--- src/rtl/bsc_pkg.sv ---
package bsc_pkg;

	localparam int PROCESSES_DEF = 8;
	localparam int RESOURCES_DEF = 4;

	localparam int VAL_W  = 8;
	localparam int WORK_W = 12;
	localparam int PID_W  = 3;
	localparam int PIX_W  = 3;
	localparam int RIX_W  = 2;
	localparam int ACT_W  = 2;

	localparam logic [WORK_W-1:0] WORK_MAX = {WORK_W{1'b1}};

	localparam logic [ACT_W-1:0] ACT_LOAD_ROW   = 2'd0;
	localparam logic [ACT_W-1:0] ACT_LOAD_AVAIL = 2'd1;
	localparam logic [ACT_W-1:0] ACT_CHECK      = 2'd2;

	typedef struct packed {
		logic             start;
		logic             advance;
		logic             active;
		logic             wr_en;
		logic [RIX_W-1:0] wr_res;
		logic [VAL_W-1:0] wr_claim;
		logic [VAL_W-1:0] wr_held;
	} cell_ctl_t;

endpackage

--- src/rtl/bsc_cell.sv ---
module bsc_cell #(
	parameter int RESOURCES = bsc_pkg::RESOURCES_DEF
) (
	input  logic                      clk,
	input  logic                      arst_n,
	input  bsc_pkg::cell_ctl_t        ctl,
	input  logic [bsc_pkg::WORK_W-1:0] work_in [RESOURCES],
	output logic [bsc_pkg::WORK_W-1:0] work_q  [RESOURCES],
	output logic                      fire
);
	import bsc_pkg::*;

	logic [VAL_W-1:0]  claim_q [RESOURCES];
	logic [VAL_W-1:0]  held_q  [RESOURCES];
	logic              finished_q;
	logic [WORK_W:0]   total   [RESOURCES];
	logic [WORK_W-1:0] sum_sat [RESOURCES];
	logic [RESOURCES-1:0] fit_vec;

	// A process fits when claim minus held is no more than work, that is
	// when claim is no more than work plus held.
	always_comb begin
		for (int r = 0; r < RESOURCES; r++) begin
			total[r]   = {1'b0, work_in[r]} + (WORK_W+1)'(held_q[r]);
			fit_vec[r] = total[r] >= (WORK_W+1)'(claim_q[r]);
			sum_sat[r] = total[r][WORK_W] ? WORK_MAX : total[r][WORK_W-1:0];
		end
		fire = ctl.active && !finished_q && (&fit_vec);
	end

	always_ff @(posedge clk or negedge arst_n) begin
		if (!arst_n) begin
			finished_q <= 1'b0;
			for (int r = 0; r < RESOURCES; r++) begin
				claim_q[r] <= '0;
				held_q[r]  <= '0;
			end
		end else begin
			for (int r = 0; r < RESOURCES; r++) begin
				if (ctl.wr_en && (int'(ctl.wr_res) == r)) begin
					claim_q[r] <= ctl.wr_claim;
					held_q[r]  <= ctl.wr_held;
				end
			end
			if (ctl.start) begin
				finished_q <= 1'b0;
			end else if (fire && ctl.advance) begin
				finished_q <= 1'b1;
			end
		end
	end

	always_ff @(posedge clk) begin
		if (ctl.advance) begin
			for (int r = 0; r < RESOURCES; r++) begin
				work_q[r] <= fire ? sum_sat[r] : work_in[r];
			end
		end
	end

endmodule

--- src/rtl/bankers_safety_check_unit.sv ---
// Loads are accepted back to back while no check runs.
// A check moves the work vector along the row of process cells, one cell per
// cycle while the result side does not stall; each sequence entry is
// registered and leaves in the cycle after the cell that finds it. Reset
// clears the claim, held and available tables to zero and leaves the block
// idle with no result pending.
module bankers_safety_check_unit #(
	parameter int PROCESSES = bsc_pkg::PROCESSES_DEF,
	parameter int RESOURCES = bsc_pkg::RESOURCES_DEF
) (
	input  logic                      clk,
	input  logic                      arst_n,
	input  logic                      req_valid,
	output logic                      req_ready,
	input  logic [bsc_pkg::ACT_W-1:0] action,
	input  logic [bsc_pkg::PIX_W-1:0] process_index,
	input  logic [bsc_pkg::RIX_W-1:0] resource_index,
	input  logic [bsc_pkg::VAL_W-1:0] claim_value,
	input  logic [bsc_pkg::VAL_W-1:0] held_value,
	input  logic [bsc_pkg::VAL_W-1:0] available_value,
	output logic                      rsp_valid,
	input  logic                      rsp_ready,
	output logic [bsc_pkg::PID_W-1:0] process_id,
	output logic                      entry_valid,
	output logic                      is_safe,
	output logic                      last
);
	import bsc_pkg::*;

	localparam int PW = (PROCESSES > 1) ? $clog2(PROCESSES) : 1;
	localparam int CW = $clog2(PROCESSES + 1);

	logic              busy_q;
	logic              first_q;
	logic              found_q;
	logic [PW-1:0]     pos_q;
	logic [CW-1:0]     count_q;
	logic [CW-1:0]     count_n;
	logic [VAL_W-1:0]  avail_q [RESOURCES];

	logic              out_valid_q;
	logic [PID_W-1:0]  out_pid_q;
	logic              out_entry_q;
	logic              out_safe_q;
	logic              out_last_q;

	logic              req_fire;
	logic              start;
	logic              advance;
	logic              step;
	logic              at_end;
	logic              fire_any;
	logic [PROCESSES-1:0] fire_vec;

	cell_ctl_t         ctl [PROCESSES];
	logic [WORK_W-1:0] work_chain [PROCESSES][RESOURCES];
	logic [WORK_W-1:0] seed_work  [RESOURCES];

	assign req_ready = !busy_q;
	assign req_fire  = req_valid && req_ready;
	assign start     = req_fire && (action == ACT_CHECK);
	assign advance   = !out_valid_q || rsp_ready;
	assign step      = busy_q && advance;
	assign at_end    = pos_q == PW'(PROCESSES - 1);
	assign fire_any  = |fire_vec;
	assign count_n   = count_q + CW'(1);

	always_comb begin
		for (int i = 0; i < PROCESSES; i++) begin
			ctl[i].start    = start;
			ctl[i].advance  = step;
			ctl[i].active   = busy_q && (pos_q == PW'(i));
			ctl[i].wr_en    = req_fire && (action == ACT_LOAD_ROW)
			                  && (int'(process_index) == i)
			                  && (int'(resource_index) < RESOURCES);
			ctl[i].wr_res   = resource_index;
			ctl[i].wr_claim = claim_value;
			ctl[i].wr_held  = held_value;
		end
		for (int r = 0; r < RESOURCES; r++) begin
			seed_work[r] = first_q ? WORK_W'(avail_q[r]) : work_chain[PROCESSES-1][r];
		end
	end

	for (genvar i = 0; i < PROCESSES; i++) begin : g_cell
		if (i == 0) begin : g_head
			bsc_cell #(.RESOURCES(RESOURCES)) u_cell (
				.clk     (clk),
				.arst_n  (arst_n),
				.ctl     (ctl[i]),
				.work_in (seed_work),
				.work_q  (work_chain[i]),
				.fire    (fire_vec[i])
			);
		end else begin : g_body
			bsc_cell #(.RESOURCES(RESOURCES)) u_cell (
				.clk     (clk),
				.arst_n  (arst_n),
				.ctl     (ctl[i]),
				.work_in (work_chain[i-1]),
				.work_q  (work_chain[i]),
				.fire    (fire_vec[i])
			);
		end
	end

	always_ff @(posedge clk or negedge arst_n) begin
		if (!arst_n) begin
			busy_q      <= 1'b0;
			first_q     <= 1'b0;
			found_q     <= 1'b0;
			pos_q       <= '0;
			count_q     <= '0;
			out_valid_q <= 1'b0;
			for (int r = 0; r < RESOURCES; r++) begin
				avail_q[r] <= '0;
			end
		end else begin
			if (req_fire && (action == ACT_LOAD_AVAIL)) begin
				for (int r = 0; r < RESOURCES; r++) begin
					if (int'(resource_index) == r) begin
						avail_q[r] <= available_value;
					end
				end
			end
			if (step && (fire_any || (at_end && !found_q))) begin
				out_valid_q <= 1'b1;
			end else if (advance) begin
				out_valid_q <= 1'b0;
			end
			if (start) begin
				busy_q  <= 1'b1;
				first_q <= 1'b1;
				found_q <= 1'b0;
				pos_q   <= '0;
				count_q <= '0;
			end else if (step) begin
				first_q <= 1'b0;
				pos_q   <= at_end ? '0 : pos_q + PW'(1);
				found_q <= at_end ? 1'b0 : (found_q || fire_any);
				if (fire_any) begin
					count_q <= count_n;
					if (count_n == CW'(PROCESSES)) begin
						busy_q <= 1'b0;
					end
				end else if (at_end && !found_q) begin
					busy_q <= 1'b0;
				end
			end
		end
	end

	always_ff @(posedge clk) begin
		if (step) begin
			if (fire_any) begin
				out_pid_q   <= PID_W'(pos_q);
				out_entry_q <= 1'b1;
				out_safe_q  <= count_n == CW'(PROCESSES);
				out_last_q  <= count_n == CW'(PROCESSES);
			end else begin
				out_pid_q   <= '0;
				out_entry_q <= 1'b0;
				out_safe_q  <= 1'b0;
				out_last_q  <= 1'b1;
			end
		end
	end

	assign rsp_valid   = out_valid_q;
	assign process_id  = out_pid_q;
	assign entry_valid = out_entry_q;
	assign is_safe     = out_safe_q;
	assign last        = out_last_q;

	a_one_cell_fires: assert property (@(posedge clk) disable iff (!arst_n)
		$onehot0(fire_vec))
		else $error("More than one cell finished a process in one cycle.");

	a_count_bound: assert property (@(posedge clk) disable iff (!arst_n)
		count_q <= CW'(PROCESSES))
		else $error("Finished count exceeds the number of processes.");

	a_end_has_last: assert property (@(posedge clk) disable iff (!arst_n)
		$fell(busy_q) |-> (out_valid_q && out_last_q))
		else $error("Check ended without a final beat.");

	a_safe_is_entry: assert property (@(posedge clk) disable iff (!arst_n)
		(out_valid_q && out_safe_q) |-> (out_entry_q && out_last_q))
		else $error("Safe verdict on a beat that is not a final entry.");

endmodule
--- config.mk ---
export PLATFORM = sky130hd
export DESIGN_NAME = bankers_safety_check_unit
export DESIGN_NICKNAME = d
export VERILOG_FILES = /design/src/rtl/bsc_pkg.sv /design/src/rtl/bsc_cell.sv /design/src/rtl/bankers_safety_check_unit.sv
export SDC_FILE = /design/constraint.sdc
export NUM_CORES = 2
export LEC_CHECK = 0
export BUFFER_PORTS_ARGS = -buffer_cell sky130_fd_sc_hd__buf_4
export CAP_MARGIN = 30
export CELL_PAD_IN_SITES_DETAIL_PLACEMENT = 1
export CELL_PAD_IN_SITES_GLOBAL_PLACEMENT = 2
export CORE_MARGIN = 1
export CORE_UTILIZATION = 44
export DETAILED_ROUTE_END_ITERATION = 10
export PLACE_DENSITY_LB_ADDON = 0.1
export SLEW_MARGIN = 20
export SYNTH_ARGS = -nofsm -noshare
export SYNTH_HDL_FRONTEND = slang
export SYNTH_HIERARCHICAL = 1
export SYNTH_SLANG_ARGS = --single-unit
export TNS_END_PERCENT = 5
--- constraint.sdc ---
create_clock -name clk -period 10.54 [get_ports clk]
set_clock_uncertainty 0.15 [all_clocks]
set_input_delay 0.527 -clock clk [delete_from_list [all_inputs] [get_ports clk]]
set_output_delay 0.527 -clock clk [all_outputs]
set_load 0.05 [all_outputs]
Word-level counts from Yosys, hierarchy flattened
Cells that the tools add are included.
{"block": "totals", "register_bits": 953, "elab_cells": 432, "input_bits": 35}
{"block": "op_classes", "n_reduce_logical": 124, "n_eq_ne": 21, "add_sub_neg": 34, "mux": 103, "magnitude_cmp": 32}
{"cell": "2-to-1 mux 12 bit", "n": 68}
{"cell": "adder 12 x 8 -> 13 bit", "n": 32}
{"cell": "greater-or-equal comparator 13 x 8 -> 1 bit", "n": 32}
{"cell": "logical AND 1 bit", "n": 79}
{"cell": "AND reduction 4 bit", "n": 8}
{"cell": "2-to-1 mux 1 bit", "n": 29}
{"cell": "equality test 3 bit, second input constant", "n": 8}
{"cell": "nonzero test 2 bit", "n": 11}
{"cell": "equality test 3 x 2 -> 1 bit, second input constant", "n": 4}
{"cell": "2-to-1 mux 4 bit", "n": 3}
{"cell": "zero test 1 bit", "n": 11}
{"cell": "AND reduction 2 bit", "n": 5}
{"cell": "2-to-1 mux 3 bit", "n": 3}
{"cell": "OR reduction 8 bit", "n": 1}
{"cell": "equality test 2 bit, second input constant", "n": 3}
{"cell": "equality test 3 x 1 -> 1 bit, second input constant", "n": 2}
{"cell": "zero test 3 bit", "n": 2}
{"cell": "adder 4 x 1 -> 4 bit, second input constant", "n": 1}
{"cell": "equality test 2 x 1 -> 1 bit, second input constant", "n": 2}
{"cell": "equality test 4 bit, second input constant", "n": 1}
{"cell": "zero test 2 bit", "n": 2}
{"cell": "adder 3 x 1 -> 3 bit, second input constant", "n": 1}
{"cell": "logical OR 1 bit", "n": 3}
{"cell": "inequality test 3 x 2 -> 1 bit, second input constant", "n": 1}
{"cell": "2 further kinds", "n": 2}

Longest topological paths before layout
{"block": "logic_depth", "ltp_word": 10, "mapped_depth": 23}

Modules after synthesis
The synthesis kept the hierarchy.
{"mod": "bsc_cell at g_cell[0].g_head.u_cell ...", "cells_each": 642, "area_per_inst_um2": 7041.8, "seq_area_each_um2": 3067.9, "n_inst": 5}
{"mod": "bsc_cell at g_cell[2].g_body.u_cell", "cells_each": 677, "area_per_inst_um2": 7489.7, "seq_area_each_um2": 3067.9, "n_inst": 1}
{"mod": "bsc_cell at g_cell[6].g_body.u_cell", "cells_each": 679, "area_per_inst_um2": 7163.1, "seq_area_each_um2": 3067.9, "n_inst": 1}
{"mod": "bsc_cell at g_cell[7].g_body.u_cell", "cells_each": 667, "area_per_inst_um2": 7084.3, "seq_area_each_um2": 3067.9, "n_inst": 1}
{"mod": "bankers_safety_check_unit", "cells_each": 224, "area_per_inst_um2": 2710.1, "seq_area_each_um2": 1256.2, "n_inst": 1}

Worst setup path after synthesis
Ideal clock, no wire load.
{"block": "synth_timing", "path_kind": "register to register", "startpoint": "reg out_valid_q (netlist: rsp_valid)", "endpoint": "reg found_q", "t_required_ns": 9.885, "path_stages_with_launch": 5, "setup_ns": 0.505, "arrival_ns": 9.393, "period_less_slack_ns": 10.048, "setup_slack_ns": 0.492, "n_path_buf": 0, "path_cell_list": "dfrtp_1 nand2b_1 nand2_1 inv_1 a221oi_1"}
{"item": "start, declared", "line_no": "bankers_safety_check_unit.sv:41", "text": "logic out_valid_q;"}
{"item": "start signal, assigned", "line_no": "bankers_safety_check_unit.sv:114", "text": "out_valid_q <= 1'b0;"}
{"item": "start signal, assigned", "line_no": "bankers_safety_check_unit.sv:127", "text": "out_valid_q <= 1'b1;"}
{"item": "start signal, assigned", "line_no": "bankers_safety_check_unit.sv:129", "text": "out_valid_q <= 1'b0;"}
{"item": "end signal, assigned", "line_no": "bankers_safety_check_unit.sv:140", "text": "found_q <= at_end ? 1'b0 : (found_q || fire_any);"}
{"item": "end, declared", "line_no": "bankers_safety_check_unit.sv:35", "text": "logic found_q;"}

==> qor.txt <==
Status -> completed
Setup violators final -> 0
Clk_lat worst skew -> 730 ps
Startpoint class of the critical path -> register
Async set-reset flop share out of synthesis -> 59.1%
Final period utilization -> 58.5%
Number of global-route vias before repair -> 43700
Multi-input logic area -> 31800 um2
Residual DRC -> 0
Initial Util -> 44.5%
Worst-path cell chain -> buf_4 -> mux2_2 -> ha_1 -> fa_1 -> a21oi_1 -> o21ai_0 -> nor2b_1 -> ha_1 -> o21ai_0 -> a21oi_1 -> o311ai_0 -> o2111ai_1 -> nor3_1 -> nor3_4 -> buf_4 -> nand4_1 -> mux2_1
Via count -> 43200
WL final -> 195000 um
Core box area -> 134000 um2
Root buffer cell -> clkbuf_16
DP HPWL -> 136000 um
Worst vdd ir -> 0.000162 V
Setup WS post-layout -> 4370 ps
Setup bufs post-CTS -> 0
Crit path arrival time -> 6480 ps
Total gr overflow -> 0
Gr usage total -> 28.5%
Dpl ws -> 4430 ps
Clk sinks -> 953
DRT iter0 DRCs -> 2710
Io pins -> 43
Measured slew at the worst slew-check pin -> 1210 ps
Largest delay share family, worst path -> simple AND/OR/NAND/NOR gates
Slew Limit Fails -> 0
Largest net degree at the start of global routing -> 162
R2R Setup Slk -> 4370 ps
Chip Height -> 370 um
R2r endpoint -> g_cell[0].g_head.u_cell/work_q[46]
Crit path required time -> 10850 ps
Clock-pin transition on the worst setup and hold timing paths -> 60 ps
Leak -> 0.0294 uW
Top_reg_cell synth -> dfrtp_1
Crit path depth -> 17
Row count -> 134
Die Span X -> 370 um
# resized after CTS -> 0
Hold Path Class -> in2reg
Hold_buf cts -> 10
Vias per cell -> 5.84
Mapped Area -> 59700 um2
Wire per inst -> 26.4 um
Fill cell count -> 14300
Worst hold stages -> 3
Routed Antenna Nets -> 0
Critical Path Start -> first_q
Hold Slack -> 142 ps
RePlAce Congestion -> 0.859
Max Freq -> 162 MHz
Syn Inst Count -> 5457
WP buf/inv -> 2
Slowest cell on crit path -> nor3_1
Area grow syn2layout -> 10.6%
Average instance area after synthesis -> 10.9 um2
Reg2Reg Depth -> 17
Power Density -> 278 nW/um2
Maxcap violations -> 0
Share of cells above drive strength 1 -> 18.1%
Full die area -> 137000 um2
Number of synthesized flops with an enable pin -> 390
Crit Path Class -> reg2reg
Min Clock Period, post-route -> 6170 ps
Post-synthesis register bit count -> 953
Global-route wire length before repair -> 290000 um
H-tree levels -> 3
CTS tree -> yes
Most frequent cells in the layout -> mux2_2 (654), dfrtp_1 (562), ha_1 (520)
Slew headroom -> 19.3%
Final Net Count -> 6108
CP max FO -> 65
Yosys cell types -> 105
Total Negative Setup Slacks -> 0 ps
Largest stage delay, worst path -> 710 ps
Initial antenna violation count -> 23
Worst setup path endpoint -> g_cell[0].g_head.u_cell/work_q[46]
FF/Latch Area -> 25800 um2
First-pass DRT Iterations -> 4
Final hold vios -> 0
Ys Warns -> 6
PortBufs -> 42
CP Capture Type -> register
RSZ-0062 raised after global routing -> no
Clock buffer depth -> 3
Net count after synthesis -> 6044
Most common cell after layout, fill and taps aside -> mux2_2
Cts bufs inserted -> 111
R2r startpoint -> first_q
Post-synthesis sequential area ratio -> 43.2%
## report_power, final
part | switching, uW | internal [uW]
Clock | 1670 | 2360
Combinational | 4410 | 3020
Sequential | 1400 | 5500
Total | 7470 | 10900
## synth_stat cells (all sizes together) (17+ instances only)
cell type | instances | area, um2
a211oi | 65 | 503
a21o | 92 | 691
a21oi | 302 | 1520
a31oi | 129 | 807
a41oi | 17 | 156
and2 | 29 | 181
and3 | 35 | 220
and4 | 20 | 178
buf | 75 | 484
clkbuf | 73 | 275
dfrtp | 563 | 14100
edfxtp | 390 | 11700
fa | 32 | 641
ha | 520 | 6510
inv | 367 | 1390
mux2 | 701 | 7970
mux2i | 30 | 300
nand2 | 249 | 942
nand2b | 170 | 1070
nand3 | 96 | 480
nand3b | 68 | 510
nand4 | 60 | 382
nor2 | 348 | 1310
nor2b | 90 | 563
nor3 | 88 | 477
nor3b | 64 | 480
nor4 | 28 | 205
o211ai | 17 | 128
o21a | 90 | 676
o21ai | 215 | 1080
o21bai | 17 | 128
o31ai | 21 | 163
or2 | 21 | 131
or3 | 19 | 129
xnor2 | 123 | 1080
xor2 | 70 | 613
## logic make-up after synthesis
kind of cell / Yosys count / synth area share [%]
multiplexers: 731 / 13.9
buffers and inverters: 516 / 3.61
AND/OR/NAND/NOR: 1418 / 12.7
AO/OA/AOI/OAI: 1094 / 11.8
XOR/XNOR: 193 / 2.83
flip-flops: 953 / 43.2
adder cells (fa/ha/maj): 552 / 12.0
## registers in the layout, summed over array words and instances, names as in the netlist, 7 cells and up
| name | cells |
|---|---|
| avail_q | 32 |
| g_cell.g_body.u_cell/claim_q | 224 |
| g_cell.g_body.u_cell/finished_q | 7 |
| g_cell.g_body.u_cell/held_q | 224 |
| g_cell.g_body.u_cell/work_q | 336 |
| g_cell.g_head.u_cell/claim_q | 32 |
| g_cell.g_head.u_cell/held_q | 32 |
| g_cell.g_head.u_cell/work_q | 48 |
## area by class of cell
type	instances	share of cell area, %
antenna	8	0.0303
sequential	953	39.1
inverter	368	2.12
multi-input combinational	3988	48.2
clock buffer	150	4.82
timing repair buffer	99	1.48
clock inverter	61	0.935
tap	1768	3.35
## per-stage QoR
stage                     instance area (um2)  utilization, %  instances  power (uW)
after floorplan                         59700               -       5457       11700
after global placement                  61800            46.1       7151       14100
after detailed placement                61900            46.2       7159       14300
after CTS                               65800            49.2       7380       18500
after global routing                    66000            49.2       7387       19500
final                                   66000            49.3       7395       18400
## worst min-delay path by stage
stage	from	endpoint	slack [ps]
2_1_floorplan	arst_n	avail_q[0]	80
6_report	claim_value[2]	g_cell[7].g_body.u_cell/claim_q[26]	140
5_1_grt	claim_value[2]	g_cell[7].g_body.u_cell/claim_q[26]	100
4_1_cts	claim_value[2]	g_cell[7].g_body.u_cell/claim_q[26]	80
3_3_place_gp	g_cell[0].g_head.u_cell/finished_q	g_cell[0].g_head.u_cell/finished_q	320
3_5_place_dp	g_cell[3].g_body.u_cell/finished_q	g_cell[3].g_body.u_cell/finished_q	330
## worst reg2reg max path: stages (launching register included)
cell and delay [ps]:
dfrtp_2 640, buf_4 470, mux2_2 420, ha_1 230, fa_1 400, a21oi_1 190, o21ai_0 190, nor2b_1 230
ha_1 280, o21ai_0 160, a21oi_1 70, o311ai_0 430, o2111ai_1 210, nor3_1 710, nor3_4 130, buf_4 420
nand4_1 230, mux2_1 330
## per-layer routing
metal / vias to the layer above / track usage (%) / share of wire [%] / wire [um]
li1: 20200 / - / - / -
met1: 22000 / 39.3 / 46 / 89400
met2: 733 / 47.2 / 47 / 92600
met3: 212 / 3.68 / 4.1 / 8050
met4: 0 / 7.37 / 2.6 / 5160
met5: - / 0 / 0 / 0
Power figures use the tool's default switching activity.
